**src/ipid_pkg.sv**
```systemverilog
package ipid_pkg;

	// Width of the kept, milli-scaled controller output.
	localparam int ACC_W = 26;

	// Width of the configuration and output words.
	localparam int WORD_W = 16;

	// Width of the configuration register index.
	localparam int IDX_W = 3;

	typedef logic [IDX_W-1:0] reg_idx_t;

	// Configuration register indexes.
	localparam reg_idx_t REG_GAIN_P     = 3'd0;
	localparam reg_idx_t REG_GAIN_I     = 3'd1;
	localparam reg_idx_t REG_GAIN_D     = 3'd2;
	localparam reg_idx_t REG_LIMIT_LOW  = 3'd3;
	localparam reg_idx_t REG_LIMIT_HIGH = 3'd4;

	// Gains and limits are scaled by one thousand.
	localparam logic signed [ACC_W-1:0] MILLI = 26'sd1000;
	localparam logic [ACC_W-1:0] ROUND_HALF = 26'd500;

	// Reset values of the scaled limits (-1000 and 1000 times 1000).
	localparam logic signed [ACC_W-1:0] LIMIT_LOW_RST  = -26'sd1000000;
	localparam logic signed [ACC_W-1:0] LIMIT_HIGH_RST = 26'sd1000000;

	// Division by 1000 as a multiply by ceil(2^36 / 1000) and a shift by 36.
	// The error term 264 is below 2^(36-26), so the quotient is exact for
	// every magnitude below 2^26.
	localparam int RECIP_W = 27;
	localparam int RECIP_SHIFT = 36;
	localparam logic [RECIP_W-1:0] RECIP_1000 = 27'd68719477;

	// Width of the rounded quotient magnitude.
	localparam int Q_W = 17;

endpackage

```
**src/ipid_sample_if.sv**
```systemverilog
interface ipid_sample_if #(
	parameter int SAMPLE_WIDTH = 16
);
	logic                           valid;
	logic                           ready;
	logic                           cmd;
	logic signed [SAMPLE_WIDTH-1:0] setpoint;
	logic signed [SAMPLE_WIDTH-1:0] measurement;

	modport source (output valid, output cmd, output setpoint, output measurement,
		input ready);
	modport sink (input valid, input cmd, input setpoint, input measurement,
		output ready);
endinterface

```
**src/ipid_result_if.sv**
```systemverilog
interface ipid_result_if;
	logic                                 valid;
	logic                                 ready;
	logic signed [ipid_pkg::WORD_W-1:0]   drive;

	modport source (output valid, output drive, input ready);
	modport sink (input valid, input drive, output ready);
endinterface

```
**src/ipid_cfg_if.sv**
```systemverilog
interface ipid_cfg_if;
	logic                          valid;
	logic                          ready;
	ipid_pkg::reg_idx_t            index;
	logic [ipid_pkg::WORD_W-1:0]   data;

	modport source (output valid, output index, output data, input ready);
	modport sink (input valid, input index, input data, output ready);
endinterface

```
**src/incremental_pid_controller_top.sv**
```systemverilog
// Incremental (velocity-form) PID controller with gains scaled by 1000.
// The sample channel carries one beat per control step: cmd 0 computes a step
// from setpoint and measurement, cmd 1 clears the kept output and the error
// history. Every sample beat produces exactly one beat on the result channel,
// carrying the clamped, rounded drive value (0 after a clear).
// The cfg channel writes gains and limits; it is always ready and is meant to
// be used only while no sample is in flight. Unknown indexes are ignored.
// An accepted beat passes the difference, product, increment, kept-output,
// magnitude and result registers. Throughput is one beat per cycle unless the
// receiver stalls: error history updates at the input register, the kept output
// in one add-and-clamp stage, so consecutive samples follow without gaps.
// The six stages advance together. When the receiver holds ready low with a
// result waiting, the whole pipeline holds and sample ready drops in the same
// cycle; no beat is lost or repeated. Ready returns as soon as the result
// register empties or is taken.
// Reset clears the gains, sets the limits to -1000 and 1000, zeroes the kept
// output and error history, and empties the pipeline.
module incremental_pid_controller_top #(
	parameter int SAMPLE_WIDTH = 16
) (
	input  logic          clk,
	input  logic          arst_n,
	ipid_cfg_if.sink      cfg,
	ipid_sample_if.sink   sample,
	ipid_result_if.source result
);

	localparam int ACC_W = ipid_pkg::ACC_W;
	localparam int WORD_W = ipid_pkg::WORD_W;
	localparam int ERR_W = SAMPLE_WIDTH + 1;
	localparam int DP_W = SAMPLE_WIDTH + 2;
	localparam int DD_W = SAMPLE_WIDTH + 3;
	localparam int PROD_W = SAMPLE_WIDTH + 19;
	localparam int SUM_W = SAMPLE_WIDTH + 22;
	localparam int MUL_W = ACC_W + ipid_pkg::RECIP_W;

	// Configuration registers. The limits are kept already scaled by 1000.
	logic signed [WORD_W-1:0] gain_p_q;
	logic signed [WORD_W-1:0] gain_i_q;
	logic signed [WORD_W-1:0] gain_d_q;
	logic signed [ACC_W-1:0]  lim_lo_q;
	logic signed [ACC_W-1:0]  lim_hi_q;
	logic signed [ACC_W-1:0]  cfg_scaled;

	// Controller state.
	logic signed [ERR_W-1:0] e1_q;
	logic signed [ERR_W-1:0] e2_q;
	logic signed [ACC_W-1:0] accum_q;

	// Pipeline valid bits and control.
	logic [5:0] vld_q;
	logic       adv;
	logic       accept;

	// Stage 1: error differences.
	logic                    clr_s1;
	logic signed [ERR_W-1:0] err_s1;
	logic signed [DP_W-1:0]  dp_s1;
	logic signed [DD_W-1:0]  dd_s1;

	// Stage 2: gain products.
	logic                     clr_s2;
	logic signed [PROD_W-1:0] pp_s2;
	logic signed [PROD_W-1:0] pi_s2;
	logic signed [PROD_W-1:0] pd_s2;

	// Stage 3: increment.
	logic                    clr_s3;
	logic signed [SUM_W-1:0] delta_s3;

	// Stage 5: magnitude for rounding.
	logic                neg_s5;
	logic [ACC_W-1:0]    mag_s5;

	// Stage 6: result register.
	logic signed [WORD_W-1:0] drive_q;

	// Combinational terms.
	logic signed [ERR_W-1:0] err;
	logic signed [SUM_W-1:0] next_sum;
	logic signed [SUM_W-1:0] lo_ext;
	logic signed [SUM_W-1:0] hi_ext;
	logic signed [ACC_W-1:0] next_acc;
	logic [ACC_W-1:0]        acc_abs;
	logic [MUL_W-1:0]        recip_prod;
	logic [ipid_pkg::Q_W-1:0] quot;

	// All stages move together whenever the result register can take a beat.
	assign adv    = !vld_q[5] || result.ready;
	assign accept = sample.valid && adv;

	assign sample.ready = adv;
	assign result.valid = vld_q[5];
	assign result.drive = drive_q;
	assign cfg.ready    = 1'b1;

	// Configuration writes.
	assign cfg_scaled = ACC_W'($signed(cfg.data)) * ipid_pkg::MILLI;

	always_ff @(posedge clk or negedge arst_n) begin
		if (!arst_n) begin
			gain_p_q <= '0;
			gain_i_q <= '0;
			gain_d_q <= '0;
			lim_lo_q <= ipid_pkg::LIMIT_LOW_RST;
			lim_hi_q <= ipid_pkg::LIMIT_HIGH_RST;
		end else if (cfg.valid) begin
			case (cfg.index)
				ipid_pkg::REG_GAIN_P:     gain_p_q <= $signed(cfg.data);
				ipid_pkg::REG_GAIN_I:     gain_i_q <= $signed(cfg.data);
				ipid_pkg::REG_GAIN_D:     gain_d_q <= $signed(cfg.data);
				ipid_pkg::REG_LIMIT_LOW:  lim_lo_q <= cfg_scaled;
				ipid_pkg::REG_LIMIT_HIGH: lim_hi_q <= cfg_scaled;
				default: begin
				end
			endcase
		end
	end

	// The error of the incoming sample and the history it shifts into.
	assign err = ERR_W'(sample.setpoint) - ERR_W'(sample.measurement);

	always_ff @(posedge clk or negedge arst_n) begin
		if (!arst_n) begin
			e1_q <= '0;
			e2_q <= '0;
		end else if (accept) begin
			if (sample.cmd) begin
				e1_q <= '0;
				e2_q <= '0;
			end else begin
				e1_q <= err;
				e2_q <= e1_q;
			end
		end
	end

	always_ff @(posedge clk or negedge arst_n) begin
		if (!arst_n) begin
			vld_q <= '0;
		end else if (adv) begin
			vld_q <= {vld_q[4:0], sample.valid};
		end
	end

	// Payload stages 1 to 3.
	always_ff @(posedge clk) begin
		if (adv) begin
			clr_s1 <= sample.cmd;
			err_s1 <= err;
			dp_s1  <= DP_W'(err) - DP_W'(e1_q);
			dd_s1  <= DD_W'(err) - (DD_W'(e1_q) <<< 1) + DD_W'(e2_q);

			clr_s2 <= clr_s1;
			pp_s2  <= PROD_W'(gain_p_q) * PROD_W'(dp_s1);
			pi_s2  <= PROD_W'(gain_i_q) * PROD_W'(err_s1);
			pd_s2  <= PROD_W'(gain_d_q) * PROD_W'(dd_s1);

			clr_s3   <= clr_s2;
			delta_s3 <= SUM_W'(pp_s2) + SUM_W'(pi_s2) + SUM_W'(pd_s2);
		end
	end

	// Stage 4 is the kept output itself: add the increment, then clamp with the
	// upper limit tested first so that crossed limits resolve the same way.
	assign next_sum = SUM_W'(accum_q) + delta_s3;
	assign lo_ext   = SUM_W'(lim_lo_q);
	assign hi_ext   = SUM_W'(lim_hi_q);

	always_comb begin
		if (next_sum > hi_ext) begin
			next_acc = lim_hi_q;
		end else if (next_sum < lo_ext) begin
			next_acc = lim_lo_q;
		end else begin
			next_acc = next_sum[ACC_W-1:0];
		end
	end

	always_ff @(posedge clk or negedge arst_n) begin
		if (!arst_n) begin
			accum_q <= '0;
		end else if (adv && vld_q[2]) begin
			accum_q <= clr_s3 ? '0 : next_acc;
		end
	end

	// Stage 5 reads the kept output while its beat sits in stage 4; rounding
	// half away from zero works on the magnitude.
	assign acc_abs = accum_q[ACC_W-1] ? ACC_W'(-accum_q) : ACC_W'(accum_q);

	// Stage 6: divide by 1000 through the reciprocal and restore the sign.
	assign recip_prod = MUL_W'(mag_s5) * MUL_W'(ipid_pkg::RECIP_1000);
	assign quot       = recip_prod[ipid_pkg::RECIP_SHIFT +: ipid_pkg::Q_W];

	always_ff @(posedge clk) begin
		if (adv) begin
			neg_s5 <= accum_q[ACC_W-1];
			mag_s5 <= acc_abs + ipid_pkg::ROUND_HALF;

			if (neg_s5) begin
				drive_q <= WORD_W'(ipid_pkg::Q_W'(0) - quot);
			end else begin
				drive_q <= WORD_W'(quot);
			end
		end
	end

endmodule
```
**src/flat_wrapper.sv**
```systemverilog
// flat-port wrapper written by rule: the top's interface ports become plain ports
module incremental_pid_controller_top_flat 
#(
	parameter int SAMPLE_WIDTH = 16
)
  (clk, arst_n, cfg_valid, cfg_index, cfg_data, cfg_ready, sample_valid, sample_cmd, sample_setpoint, sample_measurement, sample_ready, result_valid, result_drive, result_ready);
  ipid_cfg_if cfg_i ();
  ipid_sample_if #(.SAMPLE_WIDTH(SAMPLE_WIDTH)) sample_i ();
  ipid_result_if result_i ();
  input  logic clk;
  input  logic arst_n;
  input wire logic [$bits(cfg_i.valid)-1:0] cfg_valid;
  input wire logic [$bits(cfg_i.index)-1:0] cfg_index;
  input wire logic [$bits(cfg_i.data)-1:0] cfg_data;
  output wire logic [$bits(cfg_i.ready)-1:0] cfg_ready;
  input wire logic [$bits(sample_i.valid)-1:0] sample_valid;
  input wire logic [$bits(sample_i.cmd)-1:0] sample_cmd;
  input wire logic [$bits(sample_i.setpoint)-1:0] sample_setpoint;
  input wire logic [$bits(sample_i.measurement)-1:0] sample_measurement;
  output wire logic [$bits(sample_i.ready)-1:0] sample_ready;
  output wire logic [$bits(result_i.valid)-1:0] result_valid;
  output wire logic [$bits(result_i.drive)-1:0] result_drive;
  input wire logic [$bits(result_i.ready)-1:0] result_ready;
  assign cfg_i.valid = cfg_valid;
  assign cfg_i.index = cfg_index;
  assign cfg_i.data = cfg_data;
  assign cfg_ready = cfg_i.ready;
  assign sample_i.valid = sample_valid;
  assign sample_i.cmd = sample_cmd;
  assign sample_i.setpoint = sample_setpoint;
  assign sample_i.measurement = sample_measurement;
  assign sample_ready = sample_i.ready;
  assign result_valid = result_i.valid;
  assign result_drive = result_i.drive;
  assign result_i.ready = result_ready;
  incremental_pid_controller_top #(.SAMPLE_WIDTH(SAMPLE_WIDTH)) u_core (.clk(clk), .arst_n(arst_n), .cfg(cfg_i), .sample(sample_i), .result(result_i));
endmodule
```
**config.mk**
```make
export PLATFORM = sky130hd
export DESIGN_NAME = incremental_pid_controller_top_flat
export DESIGN_NICKNAME = d
export VERILOG_FILES = /design/src/ipid_pkg.sv /design/src/ipid_sample_if.sv /design/src/ipid_result_if.sv /design/src/ipid_cfg_if.sv /design/src/incremental_pid_controller_top.sv /design/src/flat_wrapper.sv
export SDC_FILE = /design/constraint.sdc
export NUM_CORES = 2
export LEC_CHECK = 0
export ABC_AREA = 1
export BUFFER_PORTS_ARGS = -buffer_cell sky130_fd_sc_hd__buf_2
export CORE_MARGIN = 2
export CORE_UTILIZATION = 60
export CTS_BUF_LIST = sky130_fd_sc_hd__clkbuf_4
export CTS_CLUSTER_SIZE = 30
export DETAILED_ROUTE_END_ITERATION = 12
export PLACE_DENSITY = 0.89
export SYNTH_ARGS = -nofsm -noshare
export SYNTH_HDL_FRONTEND = slang
export SYNTH_SLANG_ARGS = --single-unit
```
**constraint.sdc**
```tcl
create_clock -name clk -period 6.75 [get_ports clk]
set_clock_uncertainty 0.05 [all_clocks]
set_input_delay 0.675 -clock clk [delete_from_list [all_inputs] [get_ports clk]]
set_output_delay 0.675 -clock clk [all_outputs]
set_load 0.01 [all_outputs]
```
==> results.tsv <==
stage	metric	value	unit
detailed_routing	drt-total-wl	204	mm
synth	synth-seq-area-share	15.5	%
clock_network	cts.path.max_buffers	3	
synth	synthXorXnorAreaFrac	3.59	%
floorplan	start_util	60.7	%
synth	synth_top_area_share	33.3	%
floorplan	pin_count	76	
timing	setup_viol	0	
timing	period_needed	6.55	ns
synth	syn_inst	8619	
synth	synth.most_common_cell	inv_1	
detailed_routing	drc_errors	0	
timing	setup_ws	0.200	ns
floorplan	die-area	123000	um^2
clock_network	cts.clk_slew.worst_paths	0.09	ns
global_route	track_usage	34.3	%
global_route	grt_max_degree	83	
detailed_routing	firstDrtPassIters	9	
detailed_routing	avgViaCountPerCell	5.49	
layout	final-seq-area	11200	um^2
timing	slew_headroom	26.0	%
clock_network	h-tree-depth	3	
critical_path	cp_data_arrival_time	7.25	ns
timing	fin_crit_sh	97.0	%
job	maxCapViolCount	0	
synth	synth_compound_area_share	5.37	%
placed_design	port_buffers	74	
critical_path	start_kind	register	
global_route	antenna_found_initial	10	
synth	ys_types	61	
synth	avgSynthCellArea	8.34	um^2
timing	hold_violations	0	
layout	multi_input_area	51700	um^2
critical_path	cp_max_fo	16	
placed_design	pre_cts_ws	-0.0401	ns
timing	setup-tns-final	0	ns
synth	synth_area	71900	um^2
status	status	finished clean	
synth	synthesis.nets	10700	
global_route	grt_pass1_vias	62000	
clock_network	numCtsBuffers	111	
clock_network	cts_tree	done	
clock_network	clk_latency	1.04	ns
synth	yosysTopAreaCell	fa_1	
timing	fmax	153	MHz
synth	synth_common_cells	inv_1 (2322), nand2_1 (2001), fa_1 (1196), ha_1 (778), a21oi_1 (312)	
detailed_routing	drt_iter0_markers	5029	
critical_path	worst_setup_path_end_kind	register	
synth	async_flop_share	40.2	%
timing	tightest_slew	1.11	ns
floorplan	fp.dieW	350	um
floorplan	core.rowCount	126	
placed_design	hpwl	169	mm
synth	synth_mux_area_share	0	%
synth	synth-edff-count	238	
clock_network	cts_sinks	398	
layout	drive_gt1_share	8.35	%
layout	fillers	9370	
synth	synth_top_family_by_area	adder cells	
synth	yosys.area_share.simple	15.4	%
detailed_routing	wl_per_cell	19.3	um
synth	synth-seq-cells	398	
critical_path	required	7.45	ns
clock_network	clk_root_buffer_cell	clkbuf_4	
synth	synth_top_cells_by_area	fa_1 (33%), ha_1 (14%), inv_1 (12%)	
global_route	gr-total-overflow	0	
global_route	grt_pass1_wl	326	mm
floorplan	core-area	118000	um^2
layout	syn_to_final_growth	7.75	%
critical_path	worstSetupPathType	register to register	
synth	yosys_warnings	0	
layout	fin_nets	10900	
timing	final_max_slew_viol_count	0	
detailed_routing	vias	58000	
synth	ys.flop_type	edfxtp_1	
detailed_routing	ant_nets	0	
floorplan	die_y	350	um
worst_hold_path	hold_path_class	primary input to register	
placed_design	gp_congestion	0.989	
synth	yosys.area_share.adder	46.8	%
==> cell usage in the layout (no fill, tap or decap), drive strengths merged, types with 51 or more instances in the layout <==
cell type / instances
xor2: 186
buf: 317
edfxtp: 238
dfrtp: 139
inv: 2328
fa: 1196
nand3: 201
nor2: 311
clkbuf: 171
xnor2: 106
ha: 778
or2: 54
nand2: 2014
nand4: 57
a21oi: 314
o21ai: 261
nor3: 51
==> what timing repair did <==
item | in CTS | in global routing
buffers inserted | 2 | 71
hold buffers | 2 | 0
hold endpoints to repair | 73 | 0
resized for setup | 5 | 130
endpoints found under the setup margin | 9 | 33
pin swaps | 0 | 65
==> through the flow <==
stage | hold slack (ns) | instances | cell area [um^2] | utilization (%)
5_1_grt | 0.108 | 10600 | 77500 | 65.4
4_1_cts | 0.0304 | 10500 | 76300 | 64.5
3_3_place_gp | 0.352 | 10300 | 74800 | 63.2
2_1_floorplan | 0.329 | 8619 | 71900 | -
3_5_place_dp | 0.356 | 10300 | 74800 | 63.2
6_report | 0.107 | 10600 | 77500 | 65.4
==> cells by family (layout without fill, tap and decap cells) <==
kind of cell,Yosys count,after routing
AND/OR/NAND/NOR,2721,2721
buffers and inverters,2526,2854
adder cells (fa/ha/maj),1974,1974
AO/OA/AOI/OAI,707,707
flip-flops,398,398
XOR/XNOR,292,292
other,1,9
==> metal layers <==
metal	wire [um]	track usage [%]	part of all wire, %
met5	11	0	0.0054
met4	15300	21.1	7.5
met3	17500	6.69	8.6
met2	93500	55.2	46
met1	77300	42.9	38
==> worst paths after layout <==
kind                                 start             endpoint  slack, ns  cells past startpoint
max in group asynchronous           arst_n  u_core.lim_hi_q[20]       5.20                      3
min in group asynchronous           arst_n      u_core.e1_q[13]       0.23                      2
hold / removal                result_ready      u_core.vld_q[4]       0.11                      5
setup reg to reg           u_core.dd_s1[3]     u_core.pd_s2[28]       0.20                     21
setup / recovery           u_core.dd_s1[3]     u_core.pd_s2[28]       0.20                     21
hold reg to reg              u_core.clr_s2        u_core.clr_s3       0.38                      0
==> final cells by class <==
type	count	share of cell area [%]
inverters	2330	11.3
repair buffers	319	3.00
well taps	1600	2.58
flip-flops and latches	398	14.4
clock inverters	34	0.254
clock buffers	171	1.66
multi-input cells	5695	66.7
diodes	8	0.0258
==> worst max-delay path, cell delays in order, from the launching register on <==
cell and delay [ns]:
edfxtp_1 0.88, nand2_1 0.15, fa_1 0.49, fa_1 0.55, inv_1 0.05, fa_1 0.48
inv_1 0.05, fa_1 0.46, fa_1 0.50, inv_1 0.06, fa_1 0.48, ha_1 0.37
a21oi_1 0.19, o21ai_0 0.11, a21oi_1 0.15, o21ai_1 0.10, buf_4 0.17, a21o_1 0.19
a21oi_1 0.23, o21ai_0 0.18, xor2_1 0.18, buf_4 0.18
==> sequential cells by signal (all words and copies together) (netlist names), 18 cells and up <==
| name | flops |
|---|---|
| u_core.pi_s2 | 33 |
| u_core.dd_s1 | 19 |
| u_core.accum_q | 26 |
| u_core.delta_s3 | 36 |
| u_core.pp_s2 | 34 |
| u_core.pd_s2 | 35 |
| u_core.dp_s1 | 18 |
| u_core.lim_lo_q | 23 |
| u_core.lim_hi_q | 23 |
| u_core.mag_s5 | 26 |
Power is not shown: default switching activity piles up to over one toggle a cycle in this logic, so the estimate is an artifact.
